[src/rtl/fsa_pkg.sv]
// Shared types, widths and codes of the frame stack accumulator.
package fsa_pkg;

	localparam int PIXELS  = 1024;
	localparam int BINS    = 256;
	localparam int PIX_W   = $clog2(PIXELS);
	localparam int BIN_W   = $clog2(BINS);
	localparam int HADDR_W = PIX_W + BIN_W;
	localparam int ACC_W   = 18;
	localparam int CNT_W   = 9;
	localparam int CUM_W   = 17;
	localparam int DIVD_W  = 28;
	localparam int MAG_W   = 27;
	localparam int DIVS_W  = 16;
	localparam int CFG_W   = 16;
	localparam int IDX_W   = 3;

	localparam logic [BIN_W-1:0] LAST_BIN  = BIN_W'(BINS - 2);
	localparam logic [BIN_W-1:0] FINAL_BIN = BIN_W'(BINS - 1);

	// Item commands.
	typedef enum logic [1:0] {
		CMD_CLEAR = 2'd0,
		CMD_ACC   = 2'd1,
		CMD_READ  = 2'd2,
		CMD_NOP   = 2'd3
	} cmd_t;

	// Readout methods.
	localparam logic [1:0] METH_SUM = 2'd0;
	localparam logic [1:0] METH_AVG = 2'd1;
	localparam logic [1:0] METH_MED = 2'd2;

	// Register indexes.
	localparam logic [IDX_W-1:0] REG_METHOD = 3'd0;
	localparam logic [IDX_W-1:0] REG_LOW    = 3'd1;
	localparam logic [IDX_W-1:0] REG_HIGH   = 3'd2;
	localparam logic [IDX_W-1:0] REG_SCALE  = 3'd3;
	localparam logic [IDX_W-1:0] REG_NEGATE = 3'd4;

	// Divider request and response.
	typedef struct packed {
		logic                     start;
		logic signed [DIVD_W-1:0] dividend;
		logic [DIVS_W-1:0]        divisor;
	} div_req_t;

	typedef struct packed {
		logic                     done;
		logic signed [DIVD_W-1:0] quotient;
	} div_rsp_t;

endpackage

[src/rtl/fsa_divider.sv]
// Iterative signed divider, one quotient bit per cycle, truncating toward zero.
module fsa_divider (
	input  logic             clk,
	input  logic             arst_n,
	input  fsa_pkg::div_req_t req,
	output fsa_pkg::div_rsp_t rsp
);
	import fsa_pkg::*;

	localparam int CNT_BITS = $clog2(MAG_W + 1);

	logic [MAG_W-1:0]    quo_q;
	logic [DIVS_W-1:0]   rem_q;
	logic [DIVS_W-1:0]   div_q;
	logic [CNT_BITS-1:0] cnt_q;
	logic                busy_q;
	logic                neg_q;
	logic                done_q;
	logic [DIVD_W-1:0]   mag;
	logic [DIVS_W:0]     trial;
	logic                fits;

	// Magnitude of the dividend and one restoring step.
	assign mag   = req.dividend[DIVD_W-1] ? DIVD_W'(-req.dividend) : req.dividend;
	assign trial = {rem_q, quo_q[MAG_W-1]};
	assign fits  = trial >= {1'b0, div_q};

	always_ff @(posedge clk or negedge arst_n) begin
		if (!arst_n) begin
			busy_q <= 1'b0;
			done_q <= 1'b0;
			cnt_q  <= '0;
		end else begin
			done_q <= 1'b0;
			if (req.start) begin
				busy_q <= 1'b1;
				cnt_q  <= CNT_BITS'(MAG_W);
			end else if (busy_q) begin
				cnt_q <= cnt_q - 1'b1;
				if (cnt_q == CNT_BITS'(1)) begin
					busy_q <= 1'b0;
					done_q <= 1'b1;
				end
			end
		end
	end

	// Datapath of the shift-subtract loop.
	always_ff @(posedge clk) begin
		if (req.start) begin
			quo_q <= mag[MAG_W-1:0];
			rem_q <= '0;
			div_q <= req.divisor;
			neg_q <= req.dividend[DIVD_W-1];
		end else if (busy_q) begin
			rem_q <= fits ? DIVS_W'(trial - {1'b0, div_q}) : trial[DIVS_W-1:0];
			quo_q <= {quo_q[MAG_W-2:0], fits};
		end
	end

	assign rsp.done     = done_q;
	assign rsp.quotient = neg_q ? -$signed({1'b0, quo_q}) : $signed({1'b0, quo_q});

endmodule

[config.mk]
export PLATFORM = sky130hd
export DESIGN_NAME = fsa_divider
export DESIGN_NICKNAME = d
export VERILOG_FILES = /design/src/rtl/fsa_pkg.sv /design/src/rtl/fsa_divider.sv
export SDC_FILE = /design/constraint.sdc
export NUM_CORES = 1
export LEC_CHECK = 0
export BUFFER_PORTS_ARGS = -buffer_cell sky130_fd_sc_hd__buf_2
export CAP_MARGIN = 20
export CORE_UTILIZATION = 53
export CTS_BUF_LIST = sky130_fd_sc_hd__clkbuf_8
export DETAILED_ROUTE_END_ITERATION = 10
export MAX_ROUTING_LAYER = met4
export PLACE_DENSITY = 0.77
export SETUP_SLACK_MARGIN = 0.1
export SYNTH_ARGS = -nofsm -noshare
export SYNTH_HDL_FRONTEND = slang
export SYNTH_SLANG_ARGS = --single-unit
[constraint.sdc]
create_clock -name clk -period 2.5 [get_ports clk]
set_clock_uncertainty 0.1 [all_clocks]
set_input_delay 0.5 -clock clk [delete_from_list [all_inputs] [get_ports clk]]
set_output_delay 0.5 -clock clk [all_outputs]
set_load 0.02 [all_outputs]
---- After elaboration in Yosys (flattened, before gate mapping) ----
Cells that the tools add are included.
storage, ports and cells
  bits in registers ....................... 67
  word-level logic and storage cells ...... 27
operators by class
  muxes and demuxes ....................... 13
  equality and inequality tests ........... 1
  magnitude comparators ................... 1
  add/sub/neg operators ................... 4
  reductions and logical operators ........ 1
operator list
  cell                                                                    count
  27-bit 2-to-1 mux                                                       3
  28-bit 2-to-1 mux                                                       1
  27-bit negator with 28-bit output                                       1
  27-bit negator                                                          1
  17-bit by 16-bit greater-or-equal comparator with 1-bit output          1
  16-bit 2-to-1 mux                                                       1
  16-bit subtractor                                                       1
  5-bit 2-to-1 mux                                                        2
  1-bit 2-to-1 mux                                                        6
  5-bit by 1-bit equality test with 1-bit output (second input constant)  1
  5-bit by 1-bit subtractor with 5-bit output (second input constant)     1
  2-bit nonzero test                                                      1

---- Depth between registers and ports, before layout ----
  depth after elaboration ................. 4
  depth in mapped cells ................... 11

---- Worst setup path before layout ----
OpenSTA, ideal clock, no wires.
  kind .................................... register to output
  from .................................... reg quo_q[3]
  to ...................................... out rsp[25] in the netlist's numbering
  arrival time ............................ 2.294 ns
  cell stages (with the launch flop) ...... 8
  path slack .............................. -0.394 ns
  path through ............................ edfxtp_1 or3_1 o41a_1 nor2_1 and3_1 and2_1 o21ai_0 xor2_1
RTL lines
  what                      RTL line           text
  start: declaration        fsa_divider.sv:12  logic [MAG_W-1:0] quo_q;
  start signal: assignment  fsa_divider.sv:51  quo_q <= mag[MAG_W-1:0];
  start signal: assignment  fsa_divider.sv:57  quo_q <= {quo_q[MAG_W-2:0], fits};
  end: declaration          fsa_divider.sv:6   output fsa_pkg::div_rsp_t rsp

==> flow_summary.ini <==
[detailed_routing]
postRouteAntennaNets = 0
dr.pass1.iters = 4
drt_iter0_drc = 275
wl_per_cell_um = 16.3
drc = 0
viasPerCell = 5.73
via_count = 4430
wl_um = 12600

[die]
initial_core_util = 0.555
pin_count = 76
core-area_um2 = 8300
dieWidth_um = 95.2
die-area_um2 = 9060
die_h_um = 95.2
rows = 33

[power]
p_clk_frac = 0.161
power.internal_mw = 2.86
peakVddDrop_uv = 534
power_switching_mw = 1.83
p_per_area_nw_per_um2 = 741
p_comb_frac = 0.505
power_switching_share = 0.390
pwr-share-seq = 0.335
cellLeakagePower_nw = 2.69

[worst_setup_path]
required_ns = 1.90
worstReg2RegStart = quo_q[26]
path_max_fanout = 4
r2r-end = rem_q[14]
critPathLaunch = quo_q[1]
cp-start-kind = flop
r2r_setup_slack_ns = 0.10
critPathKind = reg -> out
crit_end = rsp[25]
ff2ff_path_depth = 10
cp.arrival_ns = 2.45
critPathCaptureType = primary output

[logic_synthesis]
yosys_warnings = 0
synth_top_cell_by_area = edfxtp_1
yosys-top-cells-area = edfxtp_1 29%, xor2_1 7.2%, dfxtp_1 7.0%, o21ai_0 5.7%, ha_1 5.4%
synth_top_area_frac = 0.287
synthMostInstantiatedCell = o21ai_0
synth_ff_type = edfxtp_1
yosysSeqAreaShare = 0.395
synthCells = 510
synth-async-reset-ratio = 0.104
synth_edf_count = 44
synth_cell_type_count = 51
syn-num-nets = 578
synth_area_um2 = 4600
ys_ff_latch = 67
avgSynthCellArea_um2 = 9.02
yosys-top-cells-count = 52 x o21ai_0, 50 x nor2_1, 44 x edfxtp_1, 44 x nand2_1, 38 x xor2_1

[cts]
clockRootBuffer = clkbuf_8
clk_latency_ns = 0.35
cts_sinks = 67
htree_levels = 3
path_clk_slew_ns = 0.08
cts_tree = built
numCtsBuffers = 9
clk_path_buf_depth = 2

[run]
maxCapViolCount = 0

[sta]
setup_tns_ns = -9.32
fin_crit_ns = 3.05
fmax_ghz = 0.328
rsz0062_at_grt = true
max_slew_margin = 0.701
slew_violations = 0
hold_viol_final = 0
finalSetupViolCount = 29
worst_pin_slew_ns = 0.442
fin_crit_sh = 1.22
hold_slack_ns = 0.220
setup_slack_ns = -0.552

[global_route]
grt_pass1_vias = 3991
grt_max_degree = 28
antenna_found_initial = 0
grt_pass1_wl_um = 18000
grt_overflow = 0
track_usage = 0.265

[final_layout]
layoutNonFillerInstCount = 773
nFillCells = 542
nNetsFinal = 731
area_growth_pct = 37.6
drive_gt1_frac = 0.382
antenna_cells = 0
seq_area_um2 = 1820
multiInputGateArea_um2 = 2950

[placement]
preCtsSetupSlack_ns = -0.546
gp_congestion = 0.902
place_inst = 739
hpwlAfterDp_um = 8350
port_buffers = 75

[run_status]
violations = setup timing
outcome = complete, but fails checks

[worst_hold_path]
min_path_type = in -> reg
-- placed cells by master, fill, tap and decap left out, types with 9 or more instances in the layout --
cell type	n
buf_2	51
buf_6	17
dfxtp_1	16
xor2_1	32
mux2_2	9
nor2_1	49
xnor2_1	20
edfxtp_1	44
a21oi_1	30
inv_1	31
nand2_1	37
nand2b_1	12
clkbuf_8	9
buf_4	95
mux2i_1	10
o21ai_0	37
ha_1	13
-- per-layer routing --
layer / share of wire / global-route usage / vias up / wire (um)
met5: 0 / - / - / 0
met3: 0.051 / 0.0447 / 26 / 637
li1: - / - / 2104 / -
met2: 0.52 / 0.444 / 145 / 6500
met4: 0.018 / 0.0720 / 0 / 229
met1: 0.42 / 0.330 / 2155 / 5250
-- kinds of logic after synthesis --
kind of cell | after synthesis | synth area share
AND/OR/NAND/NOR | 159 | 0.167
AO/OA/AOI/OAI | 127 | 0.164
flip-flops | 67 | 0.395
XOR/XNOR | 63 | 0.120
buffers and inverters | 51 | 0.0432
multiplexers | 22 | 0.0519
adder cells (fa/ha/maj) | 21 | 0.0587
-- sequential cells by signal, indices dropped and copies added (netlist names) --
| signal | count |
|---|---|
| quo_q | 27 |
| rem_q | 16 |
| done_q | 1 |
| busy_q | 1 |
| cnt_q | 5 |
| div_q | 16 |
| neg_q | 1 |
-- worst min-delay path by stage --
stage / start / endpoint / slack, ns / depth (start not counted)
3_3_place_gp: arst_n / done_q / 0.24 / 1
6_report: req[10] / div_q[10] / 0.22 / 1
5_1_grt: req[13] / div_q[13] / 0.21 / 1
3_5_place_dp: arst_n / cnt_q[0] / 0.24 / 1
2_1_floorplan: arst_n / busy_q / 0.10 / 0
4_1_cts: req[10] / div_q[10] / 0.22 / 1
-- through the flow --
step	utilization	total power, mW	cell area [um2]
floorplan	-	2.92	4690
global placement	0.680	3.45	5640
detailed placement	0.680	3.51	5640
CTS	0.725	4.34	6020
global route	0.763	4.96	6330
finish	0.763	4.69	6330
-- area by class of cell --
type,count,share of cell area
tap,105,0.0207
clock buffer,9,0.0196
multi-input combinational,392,0.465
timing repair buffer,165,0.186
clock inverter,7,0.00494
inverter,28,0.0166
sequential,67,0.287
-- power groups by stage --
stage               clock network, mW  logic (mW)  registers (mW)
floorplan                           0        1.37            1.54
global placement                    0        1.89            1.56
detailed placement                  0        1.94            1.57
CTS                             0.750        2.04            1.55
global route                    0.794        2.57            1.59
finish                          0.755        2.37            1.57
-- repair_timing --
action / in CTS / in global routing
cloned: 0 / 2
setup buffers: 5 / 10
endpoints found under the hold margin: 7 / 0
gates resized for setup: 50 / 58
setup endpoints to repair: 31 / 49
hold buffers: 1 / 0
pin swaps: 11 / 19
-- worst max-delay path: stages, from the launching register on --
cell	delay, ns
edfxtp_1	0.43
or2_2	0.33
o41a_1	0.41
nor2_2	0.16
and3_4	0.21
and2_4	0.18
o21ai_2	0.07
xor2_1	0.15
buf_4	0.16
No activity file was read; power rests on OpenSTA's default activity.
